--- src/rtl/tpms_pkg.sv ---
// shared types and constants for the toggle pusher motor sequencer
package tpms_pkg;

   localparam int NumRegs = 8;
   localparam int RegIdxW = 3;

   // event kinds
   localparam logic [1:0] FUNC_TICK   = 2'd0;
   localparam logic [1:0] FUNC_SWITCH = 2'd1;
   localparam logic [1:0] FUNC_PARK   = 2'd2;

   // controller modes
   localparam logic [2:0] MODE_IDLE     = 3'd0;
   localparam logic [2:0] MODE_WAIT_FWD = 3'd1;
   localparam logic [2:0] MODE_FWD      = 3'd2;
   localparam logic [2:0] MODE_WAIT_BWD = 3'd3;
   localparam logic [2:0] MODE_BWD      = 3'd4;

   // register indexes
   localparam logic [RegIdxW-1:0] REG_FWD_CALM    = 3'd0;
   localparam logic [RegIdxW-1:0] REG_FWD_ANNOYED = 3'd1;
   localparam logic [RegIdxW-1:0] REG_FWD_FURIOUS = 3'd2;
   localparam logic [RegIdxW-1:0] REG_BWD_CALM    = 3'd3;
   localparam logic [RegIdxW-1:0] REG_BWD_ANNOYED = 3'd4;
   localparam logic [RegIdxW-1:0] REG_BWD_TEASING = 3'd5;
   localparam logic [RegIdxW-1:0] REG_BWD_FURIOUS = 3'd6;
   localparam logic [RegIdxW-1:0] REG_IDLE_TMO    = 3'd7;

   // irritation thresholds
   localparam logic [7:0] IRR_ANNOYED = 8'd3;
   localparam logic [7:0] IRR_ANGRY   = 8'd10;
   localparam logic [7:0] IRR_FURIOUS = 8'd20;
   localparam logic [7:0] IRR_MAX     = 8'd255;

   typedef logic [NumRegs-1:0][15:0] cfg_regs_type;

   localparam cfg_regs_type CFG_RESET = {16'd6000, 16'd1000, 16'd10, 16'd200,
                                         16'd10, 16'd1000, 16'd10, 16'd100};

   typedef struct packed {
      logic [1:0] func;
      logic       switch_on;
      logic       parked;
   } req_type;

   typedef struct packed {
      logic       drive_forward;
      logic       drive_backward;
      logic [2:0] mode;
      logic [7:0] irritation;
   } rsp_type;

   typedef struct packed {
      logic [2:0]  mode;
      logic [7:0]  irritation;
      logic        delay_running;
      logic [15:0] delay_remaining;
      logic        idle_running;
      logic [15:0] idle_remaining;
   } state_type;

endpackage

--- src/rtl/toggle_pusher_motor_sequencer.sv ---
// top level: register file, controller state and two-entry result buffer
// Each accepted word (a 10 ms tick, a switch change or a park change) yields exactly one
// result word with the mode, the drive bits and the irritation count after that event.
// The whole update is one registered step, so a word is taken every cycle while req_stall
// is low; a two-entry output buffer keeps input words flowing while one result is
// stalled, and req_stall rises only when both entries are full. The eight
// 16-bit registers sit at byte addresses 0, 4, ... 28 and read back through prdata.
module toggle_pusher_motor_sequencer (
   input  logic             clock,
   input  logic             reset,
   input  logic             req_valid,
   output logic             req_stall,
   input  tpms_pkg::req_type req_data,
   output logic             rsp_valid,
   input  logic             rsp_stall,
   output tpms_pkg::rsp_type rsp_data,
   input  logic             csr_psel,
   input  logic             csr_penable,
   input  logic             csr_pwrite,
   input  logic [4:0]       csr_paddr,
   input  logic [31:0]      csr_pwdata,
   output logic [31:0]      csr_prdata,
   output logic             csr_pready
);
   import tpms_pkg::*;

   cfg_regs_type cfg_ff;
   state_type    state_ff;
   state_type    state_in;
   rsp_type      step_rsp;
   logic         out_valid_ff, out_valid_in;
   rsp_type      out_data_ff, out_data_in;
   logic         skid_valid_ff, skid_valid_in;
   rsp_type      skid_data_ff, skid_data_in;
   logic         accept;
   logic         out_take;
   logic [RegIdxW-1:0] reg_idx;

   assign csr_pready = 1'b1;
   assign reg_idx    = csr_paddr[4:2];
   assign csr_prdata = {16'd0, cfg_ff[reg_idx]};

   always_ff @(posedge clock) begin
      if (reset) begin
         cfg_ff <= CFG_RESET;
      end else if (csr_psel && csr_penable && csr_pwrite && csr_pready) begin
         cfg_ff[reg_idx] <= csr_pwdata[15:0];
      end
   end

   tpms_step u_step (
      .cur (state_ff),
      .req (req_data),
      .cfg (cfg_ff),
      .nxt (state_in),
      .rsp (step_rsp)
   );

   assign accept    = req_valid && !skid_valid_ff;
   assign out_take  = out_valid_ff && !rsp_stall;
   assign req_stall = skid_valid_ff;
   assign rsp_valid = out_valid_ff;
   assign rsp_data  = out_data_ff;

   always_comb begin
      out_valid_in  = out_valid_ff;
      out_data_in   = out_data_ff;
      skid_valid_in = skid_valid_ff;
      skid_data_in  = skid_data_ff;
      if (out_take) begin
         if (skid_valid_ff) begin
            out_data_in   = skid_data_ff;
            skid_valid_in = 1'b0;
         end else begin
            out_valid_in = 1'b0;
         end
      end
      if (accept) begin
         if (!out_valid_in) begin
            out_valid_in = 1'b1;
            out_data_in  = step_rsp;
         end else begin
            skid_valid_in = 1'b1;
            skid_data_in  = step_rsp;
         end
      end
   end

   always_ff @(posedge clock) begin
      if (reset) begin
         state_ff      <= '0;
         out_valid_ff  <= 1'b0;
         skid_valid_ff <= 1'b0;
      end else begin
         if (accept) begin
            state_ff <= state_in;
         end
         out_valid_ff  <= out_valid_in;
         skid_valid_ff <= skid_valid_in;
      end
   end

   always_ff @(posedge clock) begin
      out_data_ff  <= out_data_in;
      skid_data_ff <= skid_data_in;
   end

endmodule

--- src/rtl/tpms_step.sv ---
// next-state logic for one event: timers, irritation count and mode controller
module tpms_step (
   input  tpms_pkg::state_type    cur,
   input  tpms_pkg::req_type      req,
   input  tpms_pkg::cfg_regs_type cfg,
   output tpms_pkg::state_type    nxt,
   output tpms_pkg::rsp_type      rsp
);
   import tpms_pkg::*;

   logic        do_pass;
   logic        woke;
   logic [15:0] fwd_wait;
   logic [15:0] bwd_wait;

   always_comb begin
      nxt     = cur;
      do_pass = 1'b0;
      woke    = 1'b0;

      unique case (req.func)
         FUNC_TICK: begin
            // idle timer is served before the delay timer
            if (cur.idle_running) begin
               if (cur.idle_remaining <= 16'd1) begin
                  nxt.idle_running   = 1'b0;
                  nxt.idle_remaining = '0;
                  nxt.irritation     = '0;
               end else begin
                  nxt.idle_remaining = cur.idle_remaining - 16'd1;
               end
            end
            if (cur.delay_running) begin
               if (cur.delay_remaining <= 16'd1) begin
                  nxt.delay_running   = 1'b0;
                  nxt.delay_remaining = '0;
                  do_pass             = 1'b1;
                  woke                = 1'b1;
               end else begin
                  nxt.delay_remaining = cur.delay_remaining - 16'd1;
               end
            end
         end
         FUNC_SWITCH: begin
            if (req.switch_on && (cur.irritation != IRR_MAX)) begin
               nxt.irritation = cur.irritation + 8'd1;
            end
            do_pass = 1'b1;
         end
         FUNC_PARK: begin
            do_pass = 1'b1;
         end
         default: begin
         end
      endcase

      // wait lengths follow the count as it stands after this event
      if (nxt.irritation < IRR_ANNOYED) begin
         fwd_wait = cfg[REG_FWD_CALM];
         bwd_wait = cfg[REG_BWD_CALM];
      end else if (nxt.irritation < IRR_ANGRY) begin
         fwd_wait = cfg[REG_FWD_ANNOYED];
         bwd_wait = cfg[REG_BWD_ANNOYED];
      end else if (nxt.irritation < IRR_FURIOUS) begin
         fwd_wait = cfg[REG_FWD_FURIOUS];
         bwd_wait = cfg[REG_BWD_TEASING];
      end else begin
         fwd_wait = cfg[REG_FWD_FURIOUS];
         bwd_wait = cfg[REG_BWD_FURIOUS];
      end

      if (do_pass) begin
         nxt.idle_running   = 1'b1;
         nxt.idle_remaining = cfg[REG_IDLE_TMO];
         unique case (cur.mode)
            MODE_IDLE: begin
               if (req.switch_on) begin
                  if (!nxt.delay_running) begin
                     nxt.delay_running   = 1'b1;
                     nxt.delay_remaining = fwd_wait;
                  end
                  nxt.mode = MODE_WAIT_FWD;
               end
            end
            MODE_WAIT_FWD: begin
               if (!req.switch_on) begin
                  nxt.mode = MODE_IDLE;
               end else if (woke) begin
                  nxt.mode = MODE_FWD;
               end
            end
            MODE_FWD: begin
               if (!req.switch_on) begin
                  if (!nxt.delay_running) begin
                     nxt.delay_running   = 1'b1;
                     nxt.delay_remaining = bwd_wait;
                  end
                  nxt.mode = MODE_WAIT_BWD;
               end
            end
            MODE_WAIT_BWD: begin
               if (woke && req.switch_on) begin
                  nxt.mode = MODE_FWD;
               end else if (req.parked) begin
                  nxt.mode = MODE_IDLE;
               end else begin
                  nxt.mode = MODE_BWD;
               end
            end
            MODE_BWD: begin
               if (req.switch_on) begin
                  nxt.mode = MODE_FWD;
               end else if (req.parked) begin
                  nxt.mode = MODE_IDLE;
               end
            end
            default: begin
               nxt.mode = MODE_IDLE;
            end
         endcase
      end else if (cur.mode > MODE_BWD) begin
         nxt.mode = MODE_IDLE;
      end

      rsp.drive_forward  = (nxt.mode == MODE_FWD);
      rsp.drive_backward = (nxt.mode == MODE_BWD);
      rsp.mode           = nxt.mode;
      rsp.irritation     = nxt.irritation;
   end

endmodule

--- config.mk ---
export PLATFORM = sky130hd
export DESIGN_NAME = toggle_pusher_motor_sequencer
export DESIGN_NICKNAME = d
export VERILOG_FILES = /design/src/rtl/tpms_pkg.sv /design/src/rtl/toggle_pusher_motor_sequencer.sv /design/src/rtl/tpms_step.sv
export SDC_FILE = /design/constraint.sdc
export NUM_CORES = 1
export LEC_CHECK = 0
export ABC_AREA = 1
export BUFFER_PORTS_ARGS = -buffer_cell sky130_fd_sc_hd__buf_2
export CAP_MARGIN = 20
export CORE_ASPECT_RATIO = 2
export CORE_MARGIN = 1.5
export CORE_UTILIZATION = 61
export DETAILED_ROUTE_END_ITERATION = 7
export GPL_ROUTABILITY_DRIVEN = 0
export HOLD_SLACK_MARGIN = 0.08
export PLACE_DENSITY = 0.82
export SYNTH_ARGS = -nofsm -noshare
export SYNTH_HDL_FRONTEND = slang
export SYNTH_HIERARCHICAL = 1
export SYNTH_SLANG_ARGS = --single-unit
--- constraint.sdc ---
create_clock -name clock -period 3 [get_ports clock]
set_clock_uncertainty 0.2 [all_clocks]
set_input_delay 0 -clock clock [delete_from_list [all_inputs] [get_ports clock]]
set_output_delay 0 -clock clock [all_outputs]
set_load 0.1 [all_outputs]
==> results by group, run 1 <==
Routing
  – Drt first pass iters: 8
  – Post-DRT Antenna Nets: 0
  – Avg Vias per Cell: 5.87
  – Via Count: 15.5k
  – Initial DRC Count: between 1.5k and 2k
  – DRC Markers: 7
  – Routed length per instance: between 15 and 20 um
  – Routed Wire Length: 50100 um

Outcome
  – Run status: complete, but fails checks
  – Failing checks: design-rule violations, negative setup slack

Timing
  – Setup violators final: 3
  – Final Hold Fails: 0
  – Final Worst Setup Slack: -0.0750 ns
  – Fmax achieved: about 330 MHz
  – Max_slew headroom: approximately two fifths
  – RSZ-0062 raised after global routing: yes
  – Count of final max-slew check failures: 0
  – Measured slew at the worst slew-check pin: 0.897 ns
  – Final Critical Period: 3.07 ns
  – Hold Slack: 0.0983 ns
  – Crit share post-route: 102%

Layout
  – Ant diodes: 0
  – Share of cells above drive strength 1: 13.7%
  – Layout Utilization: 72.3%
  – Syn-to-layout area delta: 17.1%
  – Nets: about 2.4k

Floorplan
  – Core area: about 21000 sq um
  – Num ports: 96
  – Row count: 76
  – Starting Density: 61.8%
  – Die area: ~23000 sq um
  – Die Wd: 107 um
  – Die Span Y: 211 um

Clock tree
  – Clock sink count: 201
  – Root buf cell: clkbuf_16
  – Clock Path Buffers: 3
  – Number of buffers created by CTS: 19
  – H-Tree Depth: 1
  – CTS clk-pin slew, worst paths: 0.07 ns
  – CTS tree: built
  – Worst skew pair latency: ~0.57 ns

Worst setup path
  – Kind of cell adding the most delay to the critical path: simple AND/OR/NAND/NOR gates
  – CP max stage delay: 0.37 ns
  – Critical Path RT: 3.28 ns
  – CP arrival: 3.35 ns
  – Ordered list of cells on the worst path: inv_4 > ha_4 > inv_2 > nand2_2 > nand2_2 > nor2_4 > nand3_4 > nand3_1 > nand2_2 > clkinv_1 > nand2_2 > nor2_4 > buf_12 > nand2_8 > clkbuf_16 > nand3_1 > nand2_2 > a21oi_2 > nor2_2 > nor2_1 > o21ai_1 > nor2_1
  – CP most frequent cell: nand2_2
  – Worst-path fanout max: 8
  – Slowest stage cell on the critical path: dfxtp_4
  – Setup crit start kind: register
  – Type of the worst setup path: reg2reg
  – Flop2flop setup slack: -0.07 ns
  – CP bufs+invs: 5
  – Setup crit end kind: register

Global routing
  – Total grt overflow: 0
  – Tot GR Track Use: 41.1%
  – Vias in the first global route: around 14k
  – Initial antenna violation count: 1
  – Pin count of the biggest net entering global routing: 73
  – First-pass GRT wire length: 72500 um

Synth
  – Number of library cell types mapped by synthesis: 45
  – Seq/Total Area, Yosys: 31.4%
  – Synthesized area: 13200 sq um
  – Top_reg_cell synth: dfxtp_1
  – Average size of a mapped cell: 5.82 sq um
  – Area contributors post-synth: dfxtp_1 (28%), nand2_1 (26%), nor2_1 (9.7%), nand3_1 (8.9%), inv_1 (5.1%)
  – Top post-synthesis cells by count: nand2_1 (910), nor2_1 (342), nand3_1 (235), dfxtp_1 (188), inv_1 (180)
  – EDFF count, synth: 13
  – Synth Register Bits: 201
  – Top-count cell post-synth: nand2_1
  – Synth warn: 6
  – FFs w/ async S/R, synth: 0%
  – Synth Instances: 2271
  – Yosys top cell by area: dfxtp_1
  – Share of the synthesized area in the top cell type: 28.5%

Place
  – PortBufs: 60
  – DP HPWL: 30800 um

Power and ir drop
  – Pwr/cell area: roughly 530 nW/um^2
  – Total power: about 8200 uW
  – Pleak: 0.00781 uW
  – Worst vdd ir: between 400 and 500 uV

Flow run
  – Max-cap violations: 0

Hold path
  – Worst hold path type: in2reg
path summary, 6_finish.rpt:
path                              startpoint           end  cells past startpoint
worst max-delay path             state_ff[0]  state_ff[20]                     22
worst min-delay path            csr_paddr[2]    cfg_ff[67]                      6
worst max register to register   state_ff[0]  state_ff[20]                     22
worst min register to register     cfg_ff[5]     cfg_ff[5]                      2
worst register-to-register path, cell delays in order (launching register included):
cell	delay (ns)
dfxtp_4	0.37
inv_4	0.07
ha_4	0.13
inv_2	0.04
nand2_2	0.06
nand2_2	0.06
nor2_4	0.13
nand3_4	0.16
nand3_1	0.16
nand2_2	0.09
clkinv_1	0.06
nand2_2	0.06
nor2_4	0.10
buf_12	0.18
nand2_8	0.09
clkbuf_16	0.19
nand3_1	0.12
nand2_2	0.16
a21oi_2	0.21
nor2_2	0.07
nor2_1	0.11
o21ai_1	0.07
nor2_1	0.11
layout by cell type, fill, tap and decap left out, types with 3 or more instances in the layout:
cell type and n:
buf_6 6, inv_2 17, xnor2_1 5, ha_1 4, o21ai_0 61, buf_12 14, nand2_4 11, xor2_1 10
nand4_1 9, nor2_1 334, dfxtp_2 5, nand3_1 224, dfxtp_1 182, edfxtp_1 13, nand2_2 37, dlygate4sd3_1 41
buf_2 60, clkinvlp_4 3, clkbuf_1 4, or2_2 9, o21ai_1 18, a21oi_1 34, nor2_2 14, nand3b_1 13
nand3_2 10, inv_1 170, a22o_1 3, conb_1 17, inv_4 6, buf_4 60, a21oi_2 5, clkbuf_16 29
nor3_1 7, nand3_4 3, nor2_4 14, ha_4 3, nor4_1 5, nand2_1 872
timing repair:
| item | CTS | global route |
|---|---|---|
| setup endpoints to repair | 0 | 17 |
| gates resized for setup | 0 | 131 |
| buffers inserted | 0 | 15 |
| hold buffers | 41 | 0 |
| hold endpoints to repair | 195 | 0 |
power breakdown:
group          switching (uW)  internal [uW]  total, uW
combinational            1840            823       2660
clock                    1170           1450       2630
sequential                100           2810       2910
per-layer routing:
layer,GRT usage [%],vias to the layer above,share of wire (%)
met5,0,-,0.024
met3,9.90,482,11
met4,37.2,2,13
met1,41.5,6734,31
li1,-,7120,-
met2,68.6,1143,46
final cells by class:
type | count | area (sq um)
inverter | 194 | 744
tap | 273 | 342
multi-input combinational | 1743 | 7840
clock inverter | 8 | 100
sequential | 201 | 4160
clock buffer | 26 | 543
timing repair buffer | 191 | 1750
fill | 1751 | 5920
state kept, by name, summed over array words and instances, names as in the netlist:
register and flops:
cfg_ff 128, state_ff 45, rsp_data 13, skid_data_ff 13, req_stall 1, rsp_valid 1
logic make-up (layout without fill, tap and decap cells):
kind of cell             count (synthesis)  in the layout  share of synthesized area [%]
AND/OR/NAND/NOR                       1569           1569                           49.2
buffers and inverters                  342            419                           12.2
flip-flops                             201            201                           31.4
AO/OA/AOI/OAI                          134            134                           5.39
XOR/XNOR                                15             15                          0.994
adder cells (fa/ha/maj)                  8              8                          0.757
other                                    2             17                         0.0568
per-stage QoR:
stage | setup TNS [ns] | cell area (sq um) | cells | worst slack, ns
after floorplan | 0 | 13300 | 2286 | 0.441
after global placement | 0 | 13600 | 2533 | 0.109
after detailed placement | 0 | 13600 | 2533 | 0.0525
after CTS | 0 | 14700 | 2608 | 0.0237
after global routing | -1.93 | 15500 | 2636 | -0.186
final | -0.144 | 15500 | 2636 | -0.0750
Power figures use the tool's default switching activity.
==> run 2, diff against run 1 <==
- RECOVER_POWER: not set -> 100
==> run 2 against run 1 <==
The run still ends with design-rule violations, negative setup slack left. Largest power group unchanged. Cell count did not move. Die area did not move. Critical endpoint unchanged. Non-clock buffer count did not move. Combinational power barely moved. Worst hold slack improved by 0.0054 ns. Largest cell class unchanged.
==> results by group, run 2 (synthesized netlist as in run 1, its figures left out) <==
Layout
  – Layout Utilization: 72.3% (-0.082 points)
  – Fill count: 1762 (+0.63%)
  – Share of cells above drive strength 1: 13.1% (-0.59 points)
  – Reg with most FFs: cfg_ff
  – Nets: 2406 (unchanged)
  – Area occupied by multi-input gates: 7840 sq um (unchanged)
  – Syn-to-layout area delta: 16.9%
  – Top Registers: cfg_ff (128), state_ff (45)
  – Commonest non-fill, non-tap cell in the layout: nand2_1
  – Number of flip-flops in the largest register: 128 (unchanged)
  – Commonest non-fill, non-tap cells in the layout: nand2_1 (872), nor2_1 (334), nand3_1 (224)
  – Ant diodes: 0 (unchanged)
  – Reg area: 4160 sq um (unchanged)

Clock tree
  – CTS clk-pin slew, worst paths: 0.07 ns (about the same)
  – Root buf cell: clkbuf_16
  – Worst skew pair latency: 0.56 ns (about the same)
  – CTS tree: built
  – Number of buffers created by CTS: 19 (unchanged)
  – Clock sink count: 201 (unchanged)
  – Clock Path Buffers: 3 (unchanged)
  – H-Tree Depth: 1 (unchanged)

Outcome
  – Run status: complete, but fails checks
  – Failing checks: design-rule violations, negative setup slack

Global routing
  – Met1 Track Usage GR: 41.5% (unchanged)
  – Total grt overflow: 0 (unchanged)
  – Met3 usage: 9.90% (unchanged)
  – Vias in the first global route: 14.2k (unchanged)
  – GRT met2 Usage: 68.6% (unchanged)
  – GR peak layer: met2
  – Initial antenna violation count: 1 (unchanged)
  – Pin count of the biggest net entering global routing: 73 (unchanged)
  – First-pass GRT wire length: 72500 um (unchanged)
  – Tot GR Track Use: 41.1% (unchanged)

Flow run
  – Max-cap violations: 0 (unchanged)

Power and ir drop
  – Pwr/cell area: 529 nW/um^2 (about the same)
  – Sw frac: 38.0% (about the same)
  – Share of power burned in combinational logic: 32.4% (about the same)
  – Clock power share: 32.1% (about the same)
  – Pleak: 0.00776 uW (-0.69%)
  – Int Power: 5080 uW (-0.14%)
  – Total power: 8180 uW (about the same)
  – Reg power frac: 35.5% (about the same)
  – Psw: 3110 uW (about the same)
  – Worst vdd ir: 485 uV (-0.72%)

Routing
  – Initial DRC Count: 2032 (+2.3%)
  – Post-DRT Antenna Nets: 0 (unchanged)
  – Drt first pass iters: 8 (unchanged)
  – Routed Wire Length: 50200 um (+0.29%)
  – Via Count: 15.6k (+0.45%)
  – Avg Vias per Cell: 5.90 (+0.45%)
  – Routed length per instance: 19.1 um (+0.29%)
  – DRC Markers: 23 (+16)

Worst setup path
  – Setup crit end kind: register
  – CP arrival: 3.32 ns (-0.03 ns)
  – Type of the worst setup path: reg2reg
  – Critical Path RT: 3.23 ns (-0.05 ns)
  – Worst-path fanout max: 9 (+1)
  – Setup crit start kind: register

Timing
  – Final Critical Period: 3.09 ns (+0.0127 ns)
  – Fmax achieved: 324 MHz (-0.41%)
  – Max_slew headroom: 21.0% (-19 points)
  – Setup violators final: 3 (unchanged)
  – Final Worst Setup Slack: -0.0877 ns (-0.0127 ns)
  – Crit share post-route: 103% (+0.42 points)
  – Final Hold Fails: 0 (unchanged)
  – Measured slew at the worst slew-check pin: 1.19 ns (+0.292 ns)
  – RSZ-0062 raised after global routing: yes
  – Hold Slack: 0.104 ns (+0.00544 ns)
  – Count of final max-slew check failures: 0 (unchanged)

Place
  – Pre-CTS WS: 0.0525 ns (unchanged)
  – DP HPWL: 30800 um (unchanged)
  – PortBufs: 60 (unchanged)

Floorplan
  – Row count: 76 (unchanged)
  – Die Wd: 107 um (unchanged)
  – Core area: 21400 sq um (unchanged)
  – Starting Density: 61.8% (unchanged)
  – Die area: 22600 sq um (unchanged)
  – Num ports: 96 (unchanged)
  – Die Span Y: 211 um (unchanged)

Hold path
  – Worst hold path type: in2reg
==> run 2: cell count changes in the layout (fill, tap and decap cells not counted), sizes merged <==
cell / before / now
buf: 141 / 127
clkbuf: 35 / 49
==> run 2: area by class of cell <==
class / instances / area share, %
Sequential cell: 201 / 26.9
Multi-Input combinational cell: 1743 / 50.7
Tap cell: 273 / 2.21
Inverter: 194 / 4.82
Timing Repair Buffer: 191 / 11.2
Clock buffer: 26 / 3.51
Clock inverter: 8 / 0.647
==> run 2: power by group through the flow <==
stage                     Combinational, uW  Clock (uW)  Sequential (uW)
after detailed placement               2070           0             2960
after floorplan                        1400           0             3130
after global routing                   2790        2730             2920
after CTS                              2120        2580             2900
after global placement                 2040           0             2950
final                                  2650        2620             2910
==> run 2: critical path, cell delays in order, from the launching register on <==
cell and delay [ns]:
dfxtp_4 0.37, inv_4 0.07, ha_4 0.13, inv_2 0.04
nand2_2 0.06, nand2_2 0.06, nor2_4 0.13, nand3_4 0.16
nand3_1 0.14, nand2_2 0.08, inv_2 0.07, nand2_1 0.08
nor2_4 0.22, nand2_4 0.15, buf_4 0.17, nand2_1 0.05
nand3_1 0.08, nand2_2 0.20, a21oi_2 0.10, nor2_2 0.15
nor2_1 0.06, o21ai_1 0.12, nor2_1 0.06
==> run 2: repair_timing <==
action                     CTS  global route
gates resized for setup      0           131
hold buffers                41             0
setup endpoints to repair    0            17
hold endpoints to repair   195             0
setup buffers                0            15
==> run 2: per-layer routing <==
layer | vias up | wire, um
met2 | 1176 | 23000
met3 | 486 | 5590
met5 | - | 0
li1 | 7122 | -
met4 | 0 | 6370
met1 | 6766 | 15300
==> run 2: path summary, 6_finish.rpt <==
kind / start / endpoint / slack, ns / cells past startpoint
setup reg to reg: state_ff[0] / state_ff[20] / -0.09 / 22
hold reg to reg: cfg_ff[5] / cfg_ff[5] / 0.28 / 2
hold / removal: csr_paddr[2] / cfg_ff[67] / 0.10 / 6
setup / recovery: state_ff[0] / state_ff[20] / -0.09 / 22
==> run 2: per-stage QoR <==
step	cells	instance area (sq um)	TNS, ns
final	2636	15500	-0.177
after global routing	2636	15500	-1.93
after CTS	2608	14700	0
after detailed placement	2533	13600	0
after global placement	2533	13600	0
after floorplan	2286	13300	0
==> run 3, diff against run 2 <==
- CELL_PAD_IN_SITES_DETAIL_PLACEMENT: not set -> 1
- CELL_PAD_IN_SITES_GLOBAL_PLACEMENT: not set -> 1
- CORE_UTILIZATION: 61 -> 42
- PLACE_DENSITY: 0.82 -> 0.81
==> run 3 against run 2 <==
Die area is 44% higher. The run ends with max-capacitance violations, max-slew violations, negative setup slack left. Via count is 0.51% lower. Worst hold slack better by 0.075 ns. Sequential share of layout area is 0.99 points lower. Maximum frequency is 1.7% lower. Sequential power hardly changed. Clock power is 5% higher. Non-clock buffer count is 35 higher.
==> results by group, run 3 (synthesized netlist as in run 1, its figures left out) <==
Timing
  – Final TNS setup: -0.986 ns (-0.809 ns)
  – Setup violators final: 13 (+10)
  – RSZ-0062 raised after global routing: yes
  – Final Critical Period: 3.14 ns (+0.0541 ns)
  – Final Worst Setup Slack: -0.142 ns (-0.0541 ns)
  – Count of final max-slew check failures: 31 (+31)
  – Fmax achieved: 318 MHz (-1.7%)
  – Crit share post-route: 105% (+1.8 points)
  – Measured slew at the worst slew-check pin: 1.66 ns (+0.470 ns)
  – Hold Slack: 0.179 ns (+0.0753 ns)
  – Max_slew headroom: -10.6% (-32 points)
  – Final Hold Fails: 0 (unchanged)

Worst setup path
  – R2R Path Start: state_ff[3]
  – Ordered list of cells on the worst path: nor2_1 > nand2_1 > nor2_4 > nand3_4 > nand2_4 > nand3_2 > nand2_2 > nand2_4 > nor2_4 > buf_4 > clkbuf_16 > nand3_2 > nand2_1 > inv_1 > nand2_2 > nand2_1 > nand2_1 > nand2_1 > nand2_1 > o21ai_2 > nor2_1
  – Setup crit end kind: register
  – CP bufs+invs: 3 (-1)
  – CP arrival: 3.42 ns (+0.10 ns)
  – CP max stage delay: 0.35 ns (-0.02 ns)
  – Worst-path fanout max: 16 (+7)
  – Type of the worst setup path: reg2reg
  – Worst r2r path cells: 21 (-4.5%)
  – Critical Path RT: 3.28 ns (+0.05 ns)
  – Flop2flop setup slack: -0.14 ns (-0.05 ns)
  – Slowest stage cell on the critical path: dfxtp_1
  – Setup crit start kind: register
  – Worst R2R End: state_ff[31]
  – CP most frequent cell: nand2_1
  – Kind of cell adding the most delay to the critical path: simple AND/OR/NAND/NOR gates

Routing
  – Avg Vias per Cell: 5.48 (-7.1%)
  – Initial DRC Count: 1083 (-47%)
  – Routed length per instance: 20.7 um (+8.6%)
  – Via Count: 15.5k (-0.51%)
  – Post-DRT Antenna Nets: 0 (unchanged)
  – Routed Wire Length: 58400 um (+16%)
  – DRC Markers: 0 (-100%)
  – Drt first pass iters: 5 (-3)

Place
  – DP HPWL: 38200 um (+24%)
  – PortBufs: 60 (unchanged)
  – Pre-CTS WS: -0.0940 ns (-0.146 ns)

Outcome
  – Run status: complete, but fails checks
  – Failing checks: max-capacitance violations, max-slew violations, negative setup slack

Layout
  – Nets: 2444 (+1.6%)
  – Commonest non-fill, non-tap cell in the layout: nand2_1
  – Syn-to-layout area delta: 21.4%
  – Reg with most FFs: cfg_ff
  – Commonest non-fill, non-tap cells in the layout: nand2_1 (867), nor2_1 (337), nand3_1 (216)
  – Fill count: 4317 (+150%)
  – Share of cells above drive strength 1: 14.4% (+1.3 points)
  – Number of flip-flops in the largest register: 128 (unchanged)
  – Ant diodes: 0 (unchanged)
  – Top Registers: cfg_ff (128), state_ff (45)

Power and ir drop
  – Worst vdd ir: 410 uV (-15%)
  – Total power: 8410 uW (+2.7%)
  – Pwr/cell area: 524 nW/um^2 (-1.1%)
  – Pleak: 0.00797 uW (+2.8%)

Floorplan
  – Die Span Y: 254 um (+20%)
  – Num ports: 96 (unchanged)
  – Row count: 91 (+20%)
  – Die area: 32600 sq um (+44%)
  – Starting Density: 42.7% (-19 points)
  – Die Wd: 128 um (+20%)
  – Core area: 31000 sq um (+45%)

Global routing
  – Total grt overflow: 0 (unchanged)
  – Pin count of the biggest net entering global routing: 89 (+22%)
  – Vias in the first global route: 15.8k (+11%)
  – Initial antenna violation count: 0 (-1)
  – First-pass GRT wire length: 84000 um (+16%)
  – Tot GR Track Use: 33.6% (-7.5 points)

Clock tree
  – Root buf cell: clkbuf_16
  – Worst skew pair latency: 0.55 ns (about the same)
  – Number of buffers created by CTS: 22 (+3)
  – H-Tree Depth: 1 (unchanged)
  – CTS tree: built
  – Clock sink count: 201 (unchanged)
  – Clock Path Buffers: 3 (unchanged)
  – CTS clk-pin slew, worst paths: 0.07 ns (about the same)

Hold path
  – Hold path depth: 4 (-2)
  – Worst hold path type: in2reg
  – HP Start: csr_pwdata[7]
  – Hold EP: cfg_ff[39]

Flow run
  – Max-cap violations: 1 (+1)
-- run 3: cell types whose count changed in the layout (fill, tap and decap cells not counted), sizes merged --
| cell | change |
|---|---|
| bufinv | -1 |
| clkbuf | -1 |
| dlygate4sd3 | +7 |
| buf | +26 |
| clkinvlp | -1 |
| inv | -1 |
| clkinv | +12 |
-- run 3: routing by layer --
layer	track usage [%]	up-vias	wire, um
met2	62.7	552	30200
met4	29.9	0	5980
met3	3.26	255	2710
li1	-	7198	-
met5	0	-	0
met1	31.8	7465	19500
-- run 3: through the flow --
stage               std cells  area, sq um  util, %
finish                   2822        16100     51.8
global route             2822        16100     51.8
CTS                      2796        15300     49.5
detailed placement       2705        14100     45.4
global placement         2705        14100     45.4
floorplan                2286        13300        -
-- run 3: layout make-up --
type	count	area [sq um]	share of cell area [%]
multi-input cells	1743	7870	49.0
flip-flops and latches	201	4170	25.9
repair buffers	226	2070	12.9
inverters	194	738	4.60
clock buffers	23	554	3.45
well taps	418	523	3.26
clock inverters	17	140	0.873
-- run 3: worst max-delay path by stage --
stage                       from      endpoint  slack [ns]  cells past startpoint
floorplan           state_ff[34]  state_ff[26]        0.44                     24
global placement    state_ff[34]  state_ff[27]      -0.007                     24
detailed placement  state_ff[34]  state_ff[18]       -0.09                     21
CTS                 state_ff[35]  state_ff[18]      -0.009                     21
global route         state_ff[3]  state_ff[31]       -0.24                     21
finish               state_ff[3]  state_ff[31]       -0.14                     21
-- run 3: timing repair --
action                                  CTS  global route
endpoints found under the setup margin   16            53
hold endpoints to repair                193             0
buffers inserted                          0            18
cloned                                    1            10
hold buffers                             50             0
pin swaps                                 3            55
gates resized for setup                  16           123
-- run 3: report_power, final --
part | internal, uW | switching (uW)
registers | 2810 | 97.0
logic | 871 | 1890
clock network | 1450 | 1290
total | 5130 | 3280
-- run 3: worst min-delay path: stages --
cell,delay [ns]
dlygate4sd3_1,0.53
buf_2,0.20
nand2_1,0.07
nand3_1,0.07
